File: src/rtl/fbpm_pkg.sv
// ----------------------------------------------------------------------------
// fbpm_pkg
// Shared types, codes and helpers for the frame buffer pool manager.
// ----------------------------------------------------------------------------
`default_nettype none

package fbpm_pkg;

  localparam int unsigned MaxFrames = 8;
  localparam int unsigned FrameW    = $clog2(MaxFrames);
  localparam int unsigned CntW      = FrameW + 1;
  localparam int unsigned PoolW     = 4;
  localparam int unsigned KindW     = 3;
  localparam int unsigned InDataW   = 8;
  localparam int unsigned OutDataW  = 24;
  localparam int unsigned PoolRst   = 8;

  typedef logic [FrameW-1:0] frame_t;
  typedef logic [CntW-1:0]   cnt_t;
  typedef logic [PoolW-1:0]  pool_t;

  typedef enum logic [KindW-1:0] {
    KIND_TAKE_WRITE  = 3'd0,
    KIND_SUBMIT      = 3'd1,
    KIND_TAKE_READ   = 3'd2,
    KIND_RELEASE     = 3'd3,
    KIND_RECYCLE     = 3'd4,
    KIND_LINK        = 3'd5
  } kind_e;

  typedef enum logic [1:0] {
    STS_OK       = 2'd0,
    STS_NONE     = 2'd1,
    STS_WRONG    = 2'd2,
    STS_TOO_LONG = 2'd3
  } status_e;

  typedef enum logic [1:0] {
    FS_FREE    = 2'd0,
    FS_WRITING = 2'd1,
    FS_READY   = 2'd2,
    FS_READING = 2'd3
  } fstate_e;

  typedef enum logic {
    REG_POOL_SIZE = 1'b0,
    REG_NOTIFY_EN = 1'b1
  } cfg_reg_e;

  typedef enum logic [5:0] {
    S_IDLE   = 6'b000001,
    S_EXEC   = 6'b000010,
    S_CHECK  = 6'b000100,
    S_RETURN = 6'b001000,
    S_LINK   = 6'b010000,
    S_DONE   = 6'b100000
  } fsm_e;

  // Effective pool size: zero acts as one, oversize clamps to the pool depth.
  function automatic cnt_t pool_eff(input pool_t sz);
    cnt_t res;
    if (sz == '0) begin
      res = cnt_t'(1);
    end else if (int'(sz) > MaxFrames) begin
      res = cnt_t'(MaxFrames);
    end else begin
      res = cnt_t'(sz);
    end
    return res;
  endfunction

endpackage

`default_nettype wire

File: src/rtl/frame_buffer_pool_manager_top.sv
// ----------------------------------------------------------------------------
// frame_buffer_pool_manager_top
// Frame buffer pool manager: free/ready queues with linked-chain recycling.
//
// One operation per slave transaction (kind on tuser, frame indices on tdata);
// one result per operation on the master side (granted frame, status, notify,
// ready-empty flag and the free/ready/in-flight counts after the operation).
// The block takes one operation at a time: s_axis_tready is high only while
// the sequencer is idle. Take, submit and unknown kinds finish in the execute
// state: the result is registered, or held in the done state while the master side stalls.
// Release and recycle walk the chain through the link table one frame per
// cycle: the check state vets the whole chain, then the return state gives it
// back to the free queue (a rejected walk stops early). Link walks to the
// chain end in the link state. The link-table walk is the single shared step
// behind all three kinds.
// The result register frees the sequencer; a new operation is taken while a
// result waits, and the sequencer holds the next result until the master
// side drains. Reset loads 8 frames into the free queue, notify disabled.
// A pool_size write rebuilds the pool.
// ----------------------------------------------------------------------------
`default_nettype none

module frame_buffer_pool_manager_top
  import fbpm_pkg::*;
(
  input  wire logic                clk_i,
  input  wire logic                rst_ni,
  // config write port
  input  wire logic                cfg_we_i,
  input  wire logic                cfg_index_i,
  input  wire logic [PoolW-1:0]    cfg_data_i,
  // operation stream
  input  wire logic                s_axis_tvalid,
  output logic                     s_axis_tready,
  // [2:0] frame_index, [5:3] other_index
  input  wire logic [InDataW-1:0]  s_axis_tdata,
  // [2:0] kind
  input  wire logic [KindW-1:0]    s_axis_tuser,
  // result stream
  output logic                     m_axis_tvalid,
  input  wire logic                m_axis_tready,
  // [2:0] granted_frame, [4:3] status, [5] notify, [6] ready_empty,
  // [10:7] free_count, [14:11] ready_count, [18:15] in_flight
  output logic [OutDataW-1:0]      m_axis_tdata
);

  // control state
  fsm_e     state_q, state_d;
  pool_t    pool_size_q;
  logic     notify_en_q;
  frame_t   fhead_q, fhead_d;
  cnt_t     fcnt_q, fcnt_d;
  frame_t   rhead_q, rhead_d;
  cnt_t     rcnt_q, rcnt_d;
  logic     rempty_q, rempty_d;
  logic     m_valid_q;

  frame_t   free_fifo_q [MaxFrames];
  frame_t   ready_fifo_q [MaxFrames];
  fstate_e  fstate_q [MaxFrames];
  logic     lvalid_q [MaxFrames];
  frame_t   lto_q [MaxFrames];

  // operation and walk registers
  kind_e    kind_q;
  frame_t   f_q, o_q;
  frame_t   cur_q, cur_d;
  cnt_t     i_q, i_d;
  cnt_t     len_q, len_d;
  frame_t   hold_granted_q, hold_granted_d;
  status_e  hold_status_q, hold_status_d;
  logic     hold_notify_q, hold_notify_d;
  logic [OutDataW-1:0] m_data_q;

  // combinational
  cnt_t     n_eff;
  cnt_t     i_inc;
  frame_t   rd_idx;
  fstate_e  st_rd;
  logic     lv_rd;
  frame_t   lto_rd;
  logic     st_we;
  frame_t   st_waddr;
  fstate_e  st_wdata;
  logic     lk_we;
  frame_t   lk_waddr;
  logic     lk_wvalid;
  frame_t   lk_wto;
  logic     ff_we;
  frame_t   ff_wdata;
  logic     rf_we;
  logic     fin;
  logic     out_free;
  logic     out_load;
  frame_t   res_granted;
  status_e  res_status;
  logic     res_notify;
  cnt_t     in_flight;
  logic     in_acc;
  logic     rebuild;
  cnt_t     n_new;

  assign n_eff         = pool_eff(pool_size_q);
  assign i_inc         = i_q + cnt_t'(1);
  assign s_axis_tready = (state_q == S_IDLE);
  assign in_acc        = s_axis_tvalid && s_axis_tready;
  assign out_free      = !m_valid_q || m_axis_tready;
  assign rebuild       = cfg_we_i && (cfg_index_i == REG_POOL_SIZE);
  assign n_new         = pool_eff(cfg_data_i);

  // single read port into the frame tables
  assign rd_idx = (state_q == S_EXEC) ? f_q : cur_q;
  assign st_rd  = fstate_q[rd_idx];
  assign lv_rd  = lvalid_q[rd_idx];
  assign lto_rd = lto_q[rd_idx];

  always_comb begin
    state_d        = state_q;
    fhead_d        = fhead_q;
    fcnt_d         = fcnt_q;
    rhead_d        = rhead_q;
    rcnt_d         = rcnt_q;
    rempty_d       = rempty_q;
    cur_d          = cur_q;
    i_d            = i_q;
    len_d          = len_q;
    hold_granted_d = hold_granted_q;
    hold_status_d  = hold_status_q;
    hold_notify_d  = hold_notify_q;
    st_we          = 1'b0;
    st_waddr       = rd_idx;
    st_wdata       = FS_FREE;
    lk_we          = 1'b0;
    lk_waddr       = cur_q;
    lk_wvalid      = 1'b0;
    lk_wto         = '0;
    ff_we          = 1'b0;
    ff_wdata       = cur_q;
    rf_we          = 1'b0;
    fin            = 1'b0;
    out_load       = 1'b0;
    res_granted    = '0;
    res_status     = STS_OK;
    res_notify     = 1'b0;

    unique case (state_q)
      S_IDLE: begin
        if (s_axis_tvalid) begin
          state_d = S_EXEC;
        end
      end
      S_EXEC: begin
        cur_d = f_q;
        i_d   = '0;
        unique case (kind_q)
          KIND_TAKE_WRITE: begin
            fin = 1'b1;
            if (fcnt_q == '0) begin
              res_status = STS_NONE;
            end else begin
              res_granted = free_fifo_q[fhead_q];
              fhead_d     = fhead_q + frame_t'(1);
              fcnt_d      = fcnt_q - cnt_t'(1);
              st_we       = 1'b1;
              st_waddr    = res_granted;
              st_wdata    = FS_WRITING;
            end
          end
          KIND_SUBMIT: begin
            fin = 1'b1;
            if (cnt_t'(f_q) >= n_eff || st_rd != FS_WRITING ||
                rcnt_q >= cnt_t'(MaxFrames)) begin
              res_status = STS_WRONG;
            end else begin
              st_we      = 1'b1;
              st_waddr   = f_q;
              st_wdata   = FS_READY;
              rf_we      = 1'b1;
              rcnt_d     = rcnt_q + cnt_t'(1);
              rempty_d   = 1'b0;
              res_notify = notify_en_q;
            end
          end
          KIND_TAKE_READ: begin
            fin = 1'b1;
            if (rcnt_q == '0) begin
              res_status = STS_NONE;
            end else begin
              res_granted = ready_fifo_q[rhead_q];
              rhead_d     = rhead_q + frame_t'(1);
              rcnt_d      = rcnt_q - cnt_t'(1);
              rempty_d    = (rcnt_q == cnt_t'(1));
              st_we       = 1'b1;
              st_waddr    = res_granted;
              st_wdata    = FS_READING;
            end
          end
          KIND_RELEASE: begin
            if (cnt_t'(f_q) >= n_eff || st_rd != FS_READING) begin
              fin        = 1'b1;
              res_status = STS_WRONG;
            end else begin
              state_d = S_CHECK;
            end
          end
          KIND_RECYCLE: begin
            if (cnt_t'(f_q) >= n_eff) begin
              fin        = 1'b1;
              res_status = STS_WRONG;
            end else begin
              state_d = S_CHECK;
            end
          end
          KIND_LINK: begin
            if (cnt_t'(f_q) >= n_eff || cnt_t'(o_q) >= n_eff) begin
              fin        = 1'b1;
              res_status = STS_WRONG;
            end else begin
              state_d = S_LINK;
            end
          end
          default: begin
            fin = 1'b1;
          end
        endcase
      end
      S_CHECK: begin
        // whole chain must be in flight and end within the pool size
        if (st_rd != FS_WRITING && st_rd != FS_READING) begin
          fin        = 1'b1;
          res_status = STS_WRONG;
        end else if (!lv_rd) begin
          len_d   = i_inc;
          cur_d   = f_q;
          i_d     = '0;
          state_d = S_RETURN;
        end else begin
          cur_d = lto_rd;
          i_d   = i_inc;
          if (i_inc == n_eff) begin
            fin        = 1'b1;
            res_status = STS_TOO_LONG;
          end
        end
      end
      S_RETURN: begin
        st_we     = 1'b1;
        st_waddr  = cur_q;
        st_wdata  = FS_FREE;
        lk_we     = 1'b1;
        lk_waddr  = cur_q;
        if (fcnt_q < cnt_t'(MaxFrames)) begin
          ff_we  = 1'b1;
          fcnt_d = fcnt_q + cnt_t'(1);
        end
        cur_d = lto_rd;
        i_d   = i_inc;
        if (i_inc == len_q) begin
          fin = 1'b1;
        end
      end
      S_LINK: begin
        if (!lv_rd) begin
          lk_we     = 1'b1;
          lk_waddr  = cur_q;
          lk_wvalid = 1'b1;
          lk_wto    = o_q;
          fin       = 1'b1;
        end else begin
          cur_d = lto_rd;
          i_d   = i_inc;
          if (i_inc == n_eff) begin
            fin        = 1'b1;
            res_status = STS_TOO_LONG;
          end
        end
      end
      S_DONE: begin
        fin         = 1'b1;
        res_granted = hold_granted_q;
        res_status  = hold_status_q;
        res_notify  = hold_notify_q;
      end
      default: begin
        state_d = S_IDLE;
      end
    endcase

    if (fin) begin
      if (out_free) begin
        out_load = 1'b1;
        state_d  = S_IDLE;
      end else begin
        state_d        = S_DONE;
        hold_granted_d = res_granted;
        hold_status_d  = res_status;
        hold_notify_d  = res_notify;
      end
    end
  end

  assign in_flight = n_eff - fcnt_d - rcnt_d;

  always_ff @(posedge clk_i or negedge rst_ni) begin
    if (!rst_ni) begin
      state_q     <= S_IDLE;
      pool_size_q <= pool_t'(PoolRst);
      notify_en_q <= 1'b0;
      fhead_q     <= '0;
      fcnt_q      <= pool_eff(pool_t'(PoolRst));
      rhead_q     <= '0;
      rcnt_q      <= '0;
      rempty_q    <= 1'b1;
      m_valid_q   <= 1'b0;
      for (int k = 0; k < MaxFrames; k++) begin
        free_fifo_q[k] <= frame_t'(k);
        fstate_q[k]    <= FS_FREE;
        lvalid_q[k]    <= 1'b0;
        lto_q[k]       <= '0;
      end
    end else begin
      state_q <= state_d;
      if (out_load) begin
        m_valid_q <= 1'b1;
      end else if (m_axis_tready) begin
        m_valid_q <= 1'b0;
      end
      if (cfg_we_i && cfg_index_i == REG_NOTIFY_EN) begin
        notify_en_q <= cfg_data_i[0];
      end
      if (rebuild) begin
        pool_size_q <= cfg_data_i;
        fhead_q     <= '0;
        fcnt_q      <= n_new;
        rhead_q     <= '0;
        rcnt_q      <= '0;
        rempty_q    <= 1'b1;
        for (int k = 0; k < MaxFrames; k++) begin
          free_fifo_q[k] <= frame_t'(k);
          fstate_q[k]    <= FS_FREE;
          lvalid_q[k]    <= 1'b0;
          lto_q[k]       <= '0;
        end
      end else begin
        fhead_q  <= fhead_d;
        fcnt_q   <= fcnt_d;
        rhead_q  <= rhead_d;
        rcnt_q   <= rcnt_d;
        rempty_q <= rempty_d;
        if (st_we) begin
          fstate_q[st_waddr] <= st_wdata;
        end
        if (lk_we) begin
          lvalid_q[lk_waddr] <= lk_wvalid;
          lto_q[lk_waddr]    <= lk_wto;
        end
        if (ff_we) begin
          free_fifo_q[fhead_q + fcnt_q[FrameW-1:0]] <= ff_wdata;
        end
      end
    end
  end

  // payload, ready queue, walk and result registers (no reset)
  always_ff @(posedge clk_i) begin
    if (in_acc) begin
      kind_q <= kind_e'(s_axis_tuser);
      f_q    <= s_axis_tdata[FrameW-1:0];
      o_q    <= s_axis_tdata[2*FrameW-1:FrameW];
    end
    if (rf_we) begin
      ready_fifo_q[rhead_q + rcnt_q[FrameW-1:0]] <= f_q;
    end
    cur_d_reg: begin
      cur_q <= cur_d;
    end
    i_q            <= i_d;
    len_q          <= len_d;
    hold_granted_q <= hold_granted_d;
    hold_status_q  <= hold_status_d;
    hold_notify_q  <= hold_notify_d;
    if (out_load) begin
      m_data_q <= {5'b0, in_flight, rcnt_d, fcnt_d, rempty_d, res_notify,
                   res_status, res_granted};
    end
  end

  assign m_axis_tvalid = m_valid_q;
  assign m_axis_tdata  = m_data_q;

`ifndef SYNTH
  a_rempty_matches_count: assert property (@(posedge clk_i) disable iff (!rst_ni)
    rempty_q == (rcnt_q == '0))
    else $error("ready-empty flag disagrees with ready count");

  a_counts_bounded: assert property (@(posedge clk_i) disable iff (!rst_ni)
    ({1'b0, fcnt_q} + {1'b0, rcnt_q}) <= (CntW+1)'(MaxFrames))
    else $error("free plus ready count exceeds pool depth");

  a_return_in_range: assert property (@(posedge clk_i) disable iff (!rst_ni)
    state_q == S_RETURN |-> i_q < len_q)
    else $error("chain return ran past chain length");

  a_walk_bounded: assert property (@(posedge clk_i) disable iff (!rst_ni)
    (state_q == S_CHECK || state_q == S_LINK) |-> i_q < n_eff)
    else $error("chain walk ran past pool size");

  a_accept_to_exec: assert property (@(posedge clk_i) disable iff (!rst_ni)
    in_acc |=> state_q == S_EXEC)
    else $error("accepted transaction not executed");
`endif

endmodule

`default_nettype wire

File: config.mk
export PLATFORM = sky130hd
export DESIGN_NAME = frame_buffer_pool_manager_top
export DESIGN_NICKNAME = d
export VERILOG_FILES = /design/src/rtl/fbpm_pkg.sv /design/src/rtl/frame_buffer_pool_manager_top.sv
export SDC_FILE = /design/constraint.sdc
export NUM_CORES = 1
export LEC_CHECK = 0
export ABC_AREA = 1
export BUFFER_PORTS_ARGS = -buffer_cell sky130_fd_sc_hd__buf_2
export CAP_MARGIN = 20
export CORE_MARGIN = 8
export CORE_UTILIZATION = 45
export CTS_BUF_LIST = sky130_fd_sc_hd__clkbuf_8 sky130_fd_sc_hd__clkbuf_16
export CTS_CLUSTER_DIAMETER = 120
export CTS_CLUSTER_SIZE = 14
export DETAILED_ROUTE_END_ITERATION = 16
export PLACE_DENSITY = 0.7
export SLEW_MARGIN = 40
export SYNTH_ARGS = -nofsm -noshare
export SYNTH_HDL_FRONTEND = slang
export SYNTH_SLANG_ARGS = --single-unit
export TNS_END_PERCENT = 50
File: constraint.sdc
create_clock -name clk_i -period 4.7 [get_ports clk_i]
set_clock_uncertainty 0.15 [all_clocks]
set_input_delay 0.94 -clock clk_i [delete_from_list [all_inputs] [get_ports clk_i]]
set_output_delay 0.94 -clock clk_i [all_outputs]
set_load 0.01 [all_outputs]
# [Yosys cells after proc, flatten, opt, wreduce, memory -nomap -nowiden]
# Memories as Yosys holds them, arrays and structs flattened.
# Index checks and enable logic that the tools add are counted.
[op_classes] muxes=136 n_lt_le_gt_ge=14 addsub=11 bitwise=9 eq_ne=28 n_reduce_logical=33
[ops] operator="$mux W24" n=4
[ops] operator="$mux W3" n=25
[ops] operator="$mux W4" n=15
[ops] operator="$bwmux W24" n=2
[ops] operator="$mux W6" n=8
[ops] operator="$mux W1" n=35
[ops] operator="$mux W16" n=2
[ops] operator="$mux W2" n=13
[ops] operator="$ge A4 B4 Y1 const B" n=6
[ops] operator="$pmux W6 S4" n=1
[ops] operator="$not A3 Y4" n=5
[ops] operator="$bmux W3 S3" n=2
[ops] operator="$demux W3 S3" n=2
[ops] operator="$pmux W3 S2" n=3
[ops] operator="$pmux W6 S3" n=1
[ops] operator="$bwmux W16" n=1
[ops] operator="$logic_not A4 Y1" n=4
[ops] operator="$mux W8" n=2
[ops] operator="$pmux W4 S2" n=2
[ops] operator="$pmux W4 S4" n=1
[ops] operator="$reduce_bool A2 Y1" n=7
[ops] operator="$add A4 B1 Y4 const B" n=3
[ops] operator="$lt A4 B1 Y1 const B" n=3
[ops] operator="$ne A4 B4 Y1 const B" n=3
[ops] operator="other kinds (46)" n=81
[totals] register_bits=144 mem_count=1 input_bits=21 word_cells=283 output_inout_bits=26 mem_bits_rw=24
[memory_table] name="ready_fifo_q" words=8 width=3 rd=1 rd_clocked_by_memory_dff=0 write_ports=1 line="frame_buffer_pool_manager_top.sv:59" text="frame_t ready_fifo_q [MaxFrames];"

# [Logic depth before layout (Yosys ltp)]
# Gate-level depths: netlist of the first run.
[depth] ltp_word=20 ltp_mapped=30 ltp_nobuf=28

# [Worst setup path before layout of the first run]
# OpenSTA, ideal clock, no wires.
[synth_path] path_kind="reg-to-reg" start="reg state_q[2]" end="reg m_data_q[18], in the netlist m_axis_tdata[18], data pin" path_buffers=2 t_arrival_ns=3.537 stages_incl_launch_ff=25 synth_period_minus_slack_ns=3.960 setup_time_ns=0.273 t_required_ns=4.277 slack_ns=0.740 path_cell_list="dfrtp_1 -> nor2_4 -> nand3_4 -> inv_4 -> buf_6 -> nand2_1 -> nand2_2 -> buf_6 -> nand3_1 -> nand2_1 -> nand2_1 -> nand2_2 -> nand4_4 -> inv_1 -> a21boi_0 -> o21ai_0 -> o211ai_1 -> o21ai_1 -> fa_1 -> ha_1 -> a21oi_1 -> nand2_1 -> xor2_1 -> xnor2_1 -> xor2_1"
[synth_between] elab_chain_len=13 word_cells_on_any_way=16 cone_classes="add/sub: 2; eq/ne: 3; mux: 8; bitwise: 1; reduce/logical: 2"
[synth_rtl] element="start, declared" line="frame_buffer_pool_manager_top.sv:48" text="fsm_e state_q, state_d;"
[synth_rtl] element="start signal, assigned" line="frame_buffer_pool_manager_top.sv:322" text="state_q <= state_d;"
[synth_rtl] element="$eq A6 B2 Y1" line="frame_buffer_pool_manager_top.sv:112, frame_buffer_pool_manager_top.sv:146"
[synth_rtl] element="$mux W3" line="frame_buffer_pool_manager_top.sv:112" text="assign rd_idx = (state_q == S_EXEC) ? f_q : cur_q;"
[synth_rtl] element="$not A3 Y4 (implied by the code)" line="frame_buffer_pool_manager_top.sv:113" text="assign st_rd = fstate_q[rd_idx];"
[synth_rtl] element="$bmux W2 S3" line="frame_buffer_pool_manager_top.sv:113"
[synth_rtl] element="$mux W2 (implied by the code) (2 in a row)" line="frame_buffer_pool_manager_top.sv:113"
[synth_rtl] element="$ne A2 B1 Y1" line="frame_buffer_pool_manager_top.sv:171" text="if (cnt_t'(f_q) >= n_eff || st_rd != FS_WRITING ||"
[synth_rtl] element="$logic_or A1 B1 Y1 (2 in a row)" line="frame_buffer_pool_manager_top.sv:171"
[synth_rtl] element="$mux W4" line="frame_buffer_pool_manager_top.sv:171"
[synth_rtl] element="$pmux W4 S2" line="frame_buffer_pool_manager_top.sv:155" text="unique case (kind_q)"
[synth_rtl] element="$mux W4" line="frame_buffer_pool_manager_top.sv:146" text="unique case (state_q)"
[synth_rtl] element="$sub A4 B4 Y4 (*)" line="frame_buffer_pool_manager_top.sv:302" text="assign in_flight = n_eff - fcnt_d - rcnt_d;"
[synth_rtl] element="named net in_flight[3]" line="frame_buffer_pool_manager_top.sv:98" text="cnt_t in_flight;"
[synth_rtl] element="end signal, assigned" line="frame_buffer_pool_manager_top.sv:383" text="m_data_q <= {5'b0, in_flight, rcnt_d, fcnt_d, rempty_d, res_notify,"
[synth_rtl] element="end, declared" line="frame_buffer_pool_manager_top.sv:73" text="logic [OutDataW-1:0] m_data_q;"
# Mark *: on every way through the listed nets, which the timed path passes. The rest lies on a longest branch. The select of a mux whose other input is x is not followed.
# A chain may end at the register's enable or synchronous reset.

# [Worst setup path in the final report of the first run]
# Same ends and word-level chain as after synthesis.

==> results of run 1 <==
## cell usage after synthesis (all sizes together) (15+ instances only)
cell type,n,share of area (%)
inv,132,5.6
nor2,100,4.5
nor3,21,1.3
ha,20,2.8
a21oi,40,2.4
clkbuf,15,0.63
o21ai,92,5.2
dfrtp,83,23
dfstp,16,4.7
nand4,17,1.4
nand3,48,2.9
edfxtp,69,23
nand2,299,13
## final timing paths
kind | depth (start not counted) | end | slack [ns] | startpoint
hold / removal | 1 | rcnt_q[1] | 0.30 | rst_ni
hold reg to reg | 2 | lto_q[14] | 0.32 | lto_q[14]
setup reg to reg | 22 | m_axis_tdata[18] | 0.28 | state_q[2]
setup / recovery | 22 | m_axis_tdata[18] | 0.28 | state_q[2]
max in group asynchronous | 2 | lto_q[23] | 3.18 | rst_ni
min in group clk_i | 2 | lto_q[14] | 0.32 | lto_q[14]
## flip-flops by register name, indices dropped and copies added, names as in the netlist, 2 cells and up
name	flops
rhead_q	3
m_axis_tdata	19
f_q	3
rcnt_q	4
fcnt_q	4
free_fifo_q	24
fhead_q	3
len_q	4
cur_q	3
i_q	4
fstate_q	16
hold_granted_q	3
kind_q	3
o_q	3
lto_q	24
lvalid_q	8
ready_fifo_q	24
state_q	6
hold_status_q	2
pool_size_q	4
## critical path, stage by stage (launching register included)
cell and delay [ns]:
dfrtp_1 0.44, nor2_4 0.22, nand3_4 0.22, inv_4 0.18, nor2_1 0.09, a21oi_4 0.23, inv_2 0.12, nand3_1 0.11
nand2_2 0.13, nand4_4 0.14, inv_1 0.07, nand2_1 0.06, nor2_1 0.04, o21ai_0 0.18, o211ai_1 0.13, o21ai_2 0.14
fa_1 0.45, ha_1 0.35, a21oi_1 0.14, nand2_1 0.10, xor2_1 0.16, xnor2_1 0.14, xor2_1 0.16
## cell families (layout without fill, tap and decap cells)
kind of cell	count (synthesis)	in the layout	share of synthesized area, %
AO/OA/AOI/OAI	187	187	12.42
XOR/XNOR	16	16	1.566
adder cells (fa/ha/maj)	24	24	3.691
buffers and inverters	163	233	7.341
flip-flops	168	168	51.06
multiplexers	2	2	0.2237
other	1	5	0.04191
AND/OR/NAND/NOR	495	495	23.66
## cell type report
class / count / area (µm²)
clock buffer: 18 / 439.2
tap: 265 / 331.6
clock inverter: 14 / 167.7
timing repair buffer: 67 / 407.9
fill: 1778 / 9276
sequential: 168 / 4569
multi-input combinational: 729 / 3765
inverter: 134 / 505.5
## metal layers
| layer | part of all wire [%] | up-vias | GRT usage, % |
|---|---|---|---|
| met1 | 44 | 3623 | 25.31 |
| met4 | 1.9 | 0 | 6.664 |
| met3 | 7.8 | 40 | 4.798 |
| met2 | 47 | 261 | 31.17 |
| li1 | - | 3622 | - |
| met5 | 0 | - | 0 |
## metrics by stage
| stage | power, W | setup slack [ns] | hold WS, ns |
|---|---|---|---|
| after floorplan | 0.003862 | 0.7397 | 0.2867 |
| after global placement | 0.004568 | 0.3456 | 0.3018 |
| after detailed placement | 0.004630 | 0.2905 | 0.3045 |
| after CTS | 0.006102 | 0.2324 | 0.2992 |
| after global routing | 0.006512 | 0.01180 | 0.3262 |
| final | 0.006119 | 0.2815 | 0.3024 |
## power groups by stage
| stage | registers [W] | logic [W] | clock network [W] |
|---|---|---|---|
| after floorplan | 0.00212 | 0.00174 | 0 |
| after global placement | 0.00216 | 0.00240 | 0 |
| after detailed placement | 0.00217 | 0.00246 | 0 |
| after CTS | 0.00214 | 0.00249 | 0.00147 |
| after global routing | 0.00218 | 0.00281 | 0.00153 |
| final | 0.00215 | 0.00252 | 0.00145 |
## timing repair
item                       in CTS  in global routing
resized for setup               0                  3
hold buffers                    0                  0
setup endpoints to repair       0                  1
==> results.sh, run 1 <==
export IMPL_rows=51
export IMPL_cts_num_sinks=168
export IMPL_ys_ff_latch=168
export IMPL_critPathKind="register to register"
export IMPL_maxSlewHeadroom_pct=47.60
export IMPL_final_layout_size_suffix_gt1_share_pct=13.89
export IMPL_status="finished, final reports clean"
export IMPL_finalSetupViolCount=0
export IMPL_final_util_pct=52.34
export IMPL_ir_drop_v=0.0003448
export IMPL_cts_setup_buffers=0
export IMPL_grt_usage_pct=19.45
export IMPL_end_kind="register"
export IMPL_synth_avg_cell_area_um2=8.474
export IMPL_cap_violations=0
export IMPL_synth_cell_types=56
export IMPL_start_util_pct=45.98
export IMPL_h_tree_depth=4
export IMPL_antenna_found_initial=0
export IMPL_dieArea_um2=24650
export IMPL_rsz0062_at_grt="false"
export IMPL_globalRouteOverflowTotal=0
export IMPL_cp_required_ns=4.71
export IMPL_cts_tree="built"
export IMPL_worstHoldPathType="input pin to asynchronous set/reset pin"
export IMPL_hold_viol=0
export IMPL_yosys_warnings=0
export IMPL_final_max_slew_viol_count=0
export IMPL_crit_path_max_fanout=12
export IMPL_layout_commonest_cell="nand2_1"
export IMPL_power_switching_w=0.002479
export IMPL_fin_area_um2=10190
export IMPL_ys_flop_type="dfrtp_1"
export IMPL_place_area_um2=9559
export IMPL_synth_seq_area_share_pct=51.06
export IMPL_fp_dieW_um=157.0
export IMPL_first_pass_iters=5
export IMPL_grt_pass1_wl_um=37610
export IMPL_core_area_um2=19460
export IMPL_portBuffers=39
export IMPL_cts_buffers=17
export IMPL_p_int_w=0.003640
export IMPL_tightestPinTransition_ns=0.7851
export IMPL_async_flop_share_pct=58.93
export IMPL_synth_edf_count=69
export IMPL_p_leak_nw=4.685
export IMPL_grt_max_degree=43
export IMPL_switching_share_pct=40.52
export IMPL_die_h_um=157.0
export IMPL_stdcell_count=1395
export IMPL_final_cell_mix="nand2_1 (291), inv_1 (130), nor2_1 (89), o21ai_0 (86), dfrtp_1 (83)"
export IMPL_clock_power_share_pct=23.8
export IMPL_pwr_share_seq_pct=35.1
export IMPL_fmax_mhz=226.3
export IMPL_finalCritPeriodShare_pct=94.01
export IMPL_syn_to_final_growth_pct=13.83
export IMPL_drt_iter0_markers=830
export IMPL_globalplace_congestion=0.8961
export IMPL_ios=47
export IMPL_powerDensity_nw_per_um2=600.8
export IMPL_route_detailed_drc=0
export IMPL_wl_per_cell_um=16.64
export IMPL_combPwrFrac_pct=41.1
export IMPL_start_kind="register"
export IMPL_clkSlewWorstSetupHoldPaths_ns=0.06
export IMPL_clockBufferDepth=2
export IMPL_synth_cells=1056
export IMPL_hpwl_um=16890
export IMPL_final_setup_tns_ns=0
export IMPL_route_vias_total=7546
export IMPL_min_period_ns=4.418
export IMPL_viasPerCell=5.409
export IMPL_dp_cells=1363
export IMPL_routed_wl_um=23220
export IMPL_grt_pass1_vias=7317
export IMPL_cts_root_buffer="clkbuf_16"
export IMPL_clock_latency_ns=0.43
export IMPL_final_nets=1162
export IMPL_diodes=0
export IMPL_ant_nets=0
export IMPL_cp_arrival_ns=4.42
export IMPL_syn_area_um2=8949
Note: power is estimated with default switching activity, not from simulation.
==> run 2: changes to the inputs <==
==> constraint.sdc (replaced) <==
create_clock -name clk_i -period 4.11 [get_ports clk_i]
set_clock_uncertainty 0.15 [all_clocks]
set_input_delay 0.822 -clock clk_i [delete_from_list [all_inputs] [get_ports clk_i]]
set_output_delay 0.822 -clock clk_i [all_outputs]
set_load 0.01 [all_outputs]
==> run 2 against run 1 <==
  * Sequential share of layout area shrank 0.73 points
  * Critical endpoint unchanged
  * Highest routed layer unchanged
  * Cell count grew 1.2%
  * Register-to-register slack lost 0.22 ns
  * Critical path type unchanged
==> results.sh, run 2 (same netlist as run 1, synthesis figures left out) <==
export IMPL_status="finished, final reports clean"
export IMPL_start_kind="register"
export IMPL_fin_area_um2=10350
export IMPL_p_leak_nw=4.771
export IMPL_powerDensity_nw_per_um2=686.0
export IMPL_clock_latency_ns=0.43
export IMPL_final_nets=1179
export IMPL_tightestPinTransition_ns=0.8274
export IMPL_clockBufferDepth=2
export IMPL_end_kind="register"
export IMPL_stdcell_count=1412
export IMPL_die_h_um=157.0
export IMPL_route_vias_total=7560
export IMPL_worst_r2r_startpoint="state_q[3]"
export IMPL_cts_buffers=17
export IMPL_crit_family="simple AND/OR/NAND/NOR gates"
export IMPL_routed_wl_um=23070
export IMPL_crit_path_max_fanout=6
export IMPL_grt_usage_pct=19.34
export IMPL_drt_iter0_markers=656
export IMPL_finalPower_w=0.007103
export IMPL_portBuffers=39
export IMPL_postCtsHoldBufs=0
export IMPL_rsz0062_at_grt="true"
export IMPL_r2r_cells=28
export IMPL_final_max_slew_viol_count=0
export IMPL_cp_required_ns=4.12
export IMPL_finalCritPeriodShare_pct=98.46
export IMPL_slowest_stage="dfrtp_1"
export IMPL_viasPerCell=5.354
export IMPL_critPathKind="register to register"
export IMPL_hpwl_um=16860
export IMPL_core_area_um2=19460
export IMPL_dp_cells=1378
export IMPL_dieArea_um2=24650
export IMPL_cts_root_buffer="clkbuf_16"
export IMPL_cts_tree="built"
export IMPL_dp_slack_ns=-0.1155
export IMPL_grt_max_degree=84
export IMPL_worst_slack_ns=0.06324
export IMPL_cp_slowest_stage_delay_ns=0.41
export IMPL_final_util_pct=53.20
export IMPL_rrSetupSlack_ns=0.06
export IMPL_antenna_found_initial=0
export IMPL_globalplace_congestion=0.9166
export IMPL_cts_num_sinks=168
export IMPL_first_pass_iters=5
export IMPL_final_cell_mix="nand2_1 (290), inv_1 (125), nor2_1 (91), o21ai_0 (85), dfrtp_1 (83)"
export IMPL_diodes=0
export IMPL_min_period_ns=4.047
export IMPL_hold_viol=0
export IMPL_wl_per_cell_um=16.34
export IMPL_cp_common_cell="nand2_1"
export IMPL_fp_dieW_um=157.0
export IMPL_ios=47
export IMPL_grt_pass1_wl_um=37190
export IMPL_ir_drop_v=0.0003605
export IMPL_route_detailed_drc=0
export IMPL_final_layout_size_suffix_gt1_share_pct=15.69
export IMPL_place_area_um2=9683
export IMPL_critPathBufInv=5
export IMPL_layout_commonest_cell="nand2_1"
export IMPL_maxSlewHeadroom_pct=44.84
export IMPL_syn_to_final_growth_pct=15.70
export IMPL_ant_nets=0
export IMPL_finalSetupViolCount=0
export IMPL_rows=51
export IMPL_reg2reg_to="m_axis_tdata[18]"
export IMPL_grt_pass1_vias=7434
export IMPL_clkSlewWorstSetupHoldPaths_ns=0.06
export IMPL_worstHoldPathType="input pin to asynchronous set/reset pin"
export IMPL_fmax_mhz=247.1
export IMPL_start_util_pct=45.98
export IMPL_cp_arrival_ns=4.06
export IMPL_globalRouteOverflowTotal=0
export IMPL_h_tree_depth=4
export IMPL_cap_violations=0
## run 2: how the worst max path moves through the flow
stage	from	end	cells past startpoint
after global routing	state_q[3]	m_axis_tdata[18]	28
after detailed placement	state_q[4]	m_axis_tdata[18]	23
after CTS	state_q[5]	m_axis_tdata[18]	23
after floorplan	state_q[2]	m_axis_tdata[18]	24
after global placement	state_q[4]	m_axis_tdata[18]	23
final	state_q[3]	m_axis_tdata[18]	28
## run 2: metrics by stage
stage          setup TNS (ns)  hold slack (ns)
2_1_floorplan               0           0.2867
3_3_place_gp         -0.02180           0.3016
3_5_place_dp          -0.1155           0.3080
4_1_cts                     0           0.3184
5_1_grt               -0.1373           0.3282
6_report                    0           0.2849
## run 2: cell type report
class                           instances  area (µm²)
Clock inverter                          8       51.30
Multi-Input combinational cell        729        3782
Clock buffer                           24       555.5
Inverter                              134       509.2
Timing Repair Buffer                   84       554.3
Sequential cell                       168        4569
Fill cell                            1784        9109
Tap cell                              265       331.6
## run 2: report_power, final
part	total [W]	internal [W]	switching [W]	leakage (nW)
clock	0.00161	0.000947	0.000658	0.307
combinational	0.00307	0.00108	0.00199	2.52
sequential	0.00242	0.00220	0.000223	1.94
## run 2: timing repair
action | 4_1_cts | 5_1_grt
cloned | 0 | 0
gates resized for setup | 4 | 7
pin swaps | 1 | 3
setup endpoints to repair | 1 | 20
buffers inserted | 1 | 1
## run 2: per-layer routing
layer | routed length [µm] | up-vias | share of wire, % | track usage [%]
met4 | 397 | 0 | 1.7 | 6.482
li1 | - | 3664 | - | -
met5 | 0 | - | 0 | 0
met2 | 10730 | 281 | 46 | 31.19
met1 | 10340 | 3580 | 45 | 25.48
met3 | 1603 | 35 | 6.9 | 4.086
==> run 3: changes to the inputs <==
--- a/config.mk
+++ b/config.mk
@@ -8,13 +8,13 @@
 export ABC_AREA = 1
 export BUFFER_PORTS_ARGS = -buffer_cell sky130_fd_sc_hd__buf_2
 export CAP_MARGIN = 20
-export CORE_MARGIN = 8
-export CORE_UTILIZATION = 45
+export CORE_UTILIZATION = 54
 export CTS_BUF_LIST = sky130_fd_sc_hd__clkbuf_8 sky130_fd_sc_hd__clkbuf_16
 export CTS_CLUSTER_DIAMETER = 120
 export CTS_CLUSTER_SIZE = 14
 export DETAILED_ROUTE_END_ITERATION = 16
-export PLACE_DENSITY = 0.7
+export PLACE_DENSITY = 0.8
+export SETUP_SLACK_MARGIN = 0.1
 export SLEW_MARGIN = 40
 export SYNTH_ARGS = -nofsm -noshare
 export SYNTH_HDL_FRONTEND = slang
==> run 3 against run 2 <==
  * The flow now finishes with violations (setup timing)
  * First-iteration DRC count grew 28%
  * Via count grew 3.1%
  * Worst setup slack lost 0.16 ns
  * Worst hold slack lost 0.081 ns
  * Critical path depth shrank 5
  * Cell count shrank 2.0%
  * Register-to-register slack lost 0.16 ns
  * Maximum frequency shrank 3.8%
  * Sequential share of layout area shrank 1.0 points
  * Total power grew 4.5%
  * Utilization grew 13 points
  * Largest power group unchanged
==> results.sh, run 3 (same netlist as run 1, synthesis figures left out) <==
export IMPL_globalplace_congestion=0.9541
export IMPL_rrSetupSlack_ns=-0.1
export IMPL_die_h_um=130.7
export IMPL_antenna_found_initial=0
export IMPL_core_area_um2=16060
export IMPL_hpwl_um=16180
export IMPL_clkSlewWorstSetupHoldPaths_ns=0.06
export IMPL_r2r_cells=23
export IMPL_dp_cells=1334
export IMPL_route_vias_total=7797
export IMPL_viasPerCell=5.634
export IMPL_ios=47
export IMPL_route_detailed_drc=0
export IMPL_cts_num_sinks=168
export IMPL_cp_arrival_ns=4.21
export IMPL_rsz0062_at_grt="true"
export IMPL_crit_path_max_fanout=5
export IMPL_clock_latency_ns=0.43
export IMPL_layout_commonest_cell="nand2_1"
export IMPL_dieArea_um2=17090
export IMPL_fmax_mhz=237.7
export IMPL_stdcell_count=1384
export IMPL_reg2reg_to="m_axis_tdata[18]"
export IMPL_finalSetupViolCount=1
export IMPL_cap_violations=0
export IMPL_worst_r2r_startpoint="state_q[4]"
export IMPL_final_layout_size_suffix_gt1_share_pct=19.78
export IMPL_portBuffers=39
export IMPL_cts_tree="built"
export IMPL_cts_root_buffer="clkbuf_16"
export IMPL_min_period_ns=4.207
export IMPL_multi_input_area_um2=3943
export IMPL_ir_drop_v=0.0004550
export IMPL_cp_required_ns=4.11
export IMPL_powerDensity_nw_per_um2=700.6
export IMPL_clockBufferDepth=2
export IMPL_worstHoldPathType="input pin to asynchronous set/reset pin"
export IMPL_status="finished, violations left"
export IMPL_diodes=0
export IMPL_routed_wl_um=23180
export IMPL_final_max_slew_viol_count=0
export IMPL_n_fill_cell=1218
export IMPL_syn_to_final_growth_pct=18.40
export IMPL_first_pass_iters=5
export IMPL_finalCritPeriodShare_pct=102.4
export IMPL_drt_iter0_markers=838
export IMPL_cts_buffers=17
export IMPL_tightestPinTransition_ns=0.7656
export IMPL_h_tree_depth=4
export IMPL_place_area_um2=9661
export IMPL_grt_pass1_vias=7413
export IMPL_grt_max_degree=61
export IMPL_worst_slack_ns=-0.09688
export IMPL_grt_pass1_wl_um=37120
export IMPL_final_nets=1200
export IMPL_ant_nets=0
export IMPL_regArea_um2=4569
export IMPL_start_util_pct=55.73
export IMPL_maxSlewHeadroom_pct=48.77
export IMPL_p_leak_nw=4.906
export IMPL_fin_area_um2=10600
export IMPL_end_kind="register"
export IMPL_rows=46
export IMPL_violations="setup timing"
export IMPL_start_kind="register"
export IMPL_grt_usage_pct=29.03
export IMPL_fp_dieW_um=130.7
export IMPL_final_cell_mix="nand2_1 (278), inv_1 (126), nor2_1 (88), o21ai_0 (85), dfrtp_1 (83)"
export IMPL_wl_per_cell_um=16.75
export IMPL_globalRouteOverflowTotal=0
export IMPL_hold_viol=0
export IMPL_critPathKind="register to register"
## run 3: worst max-delay path, cell delays in order (launching register included)
cell	delay [ns]
dfrtp_1	0.41
nor2_4	0.20
buf_6	0.14
nand4_1	0.15
nand2_2	0.14
buf_6	0.12
nand2_1	0.05
nand3_1	0.08
nand3_1	0.08
nand2_2	0.12
nand4_4	0.12
inv_2	0.09
nand2_2	0.07
nor2_4	0.11
o21ai_2	0.07
o211ai_1	0.11
o21ai_2	0.10
fa_1	0.59
ha_4	0.24
a21oi_4	0.17
nand2_2	0.10
xor2_2	0.17
xnor2_1	0.16
xor2_1	0.16
## run 3: stage by stage
| stage | worst slack, ns | power [W] | util (%) | setup TNS (ns) | hold slack (ns) |
|---|---|---|---|---|---|
| 2_1_floorplan | 0.1497 | 0.004417 | - | 0 | 0.2867 |
| 3_3_place_gp | 0.04437 | 0.005331 | 60.13 | 0 | 0.3033 |
| 3_5_place_dp | -0.1103 | 0.005400 | 60.16 | -0.1103 | 0.3091 |
| 4_1_cts | 0.1022 | 0.007158 | 64.92 | 0 | 0.3239 |
| 5_1_grt | -0.2191 | 0.007896 | 65.98 | -0.2393 | 0.2482 |
| 6_report | -0.09688 | 0.007423 | 65.98 | -0.09688 | 0.2042 |
## run 3: final cells by class
class / count / area share, %
Clock buffer: 20 / 4.511
Clock inverter: 12 / 0.9565
Inverter: 134 / 4.771
Multi-Input combinational cell: 729 / 37.21
Sequential cell: 168 / 43.13
Tap cell: 216 / 2.551
Timing Repair Buffer: 105 / 6.873
## run 3: per-layer routing
metal	vias up	track usage [%]	part of all wire [%]
li1	3688	-	-
met1	3691	38.44	41
met2	368	46.75	47
met3	50	6.270	9.1
met4	0	11.43	2.4
met5	-	0	0
## run 3: worst max-delay path by stage
| stage | startpoint | endpoint | cells after the start |
|---|---|---|---|
| after floorplan | state_q[2] | m_axis_tdata[18] | 24 |
| after global placement | pool_size_q[3] | m_axis_tdata[18] | 21 |
| after detailed placement | pool_size_q[3] | m_axis_tdata[18] | 21 |
| after CTS | pool_size_q[3] | m_axis_tdata[18] | 26 |
| after global routing | state_q[4] | m_axis_tdata[18] | 22 |
| final | state_q[4] | m_axis_tdata[18] | 23 |
## run 3: power by group
group	total [W]	switching, W	internal [W]
clock network	0.00156	0.000656	0.000900
registers	0.00241	0.000206	0.00220
logic	0.00346	0.00218	0.00128
## run 3: timing repair
action / in CTS / in global routing
setup buffers: 13 / 5
endpoints found under the setup margin: 1 / 3
endpoints found under the hold margin: 0 / 0
gates resized for setup: 24 / 35
hold buffers: 0 / 0
pin swaps: 25 / 30
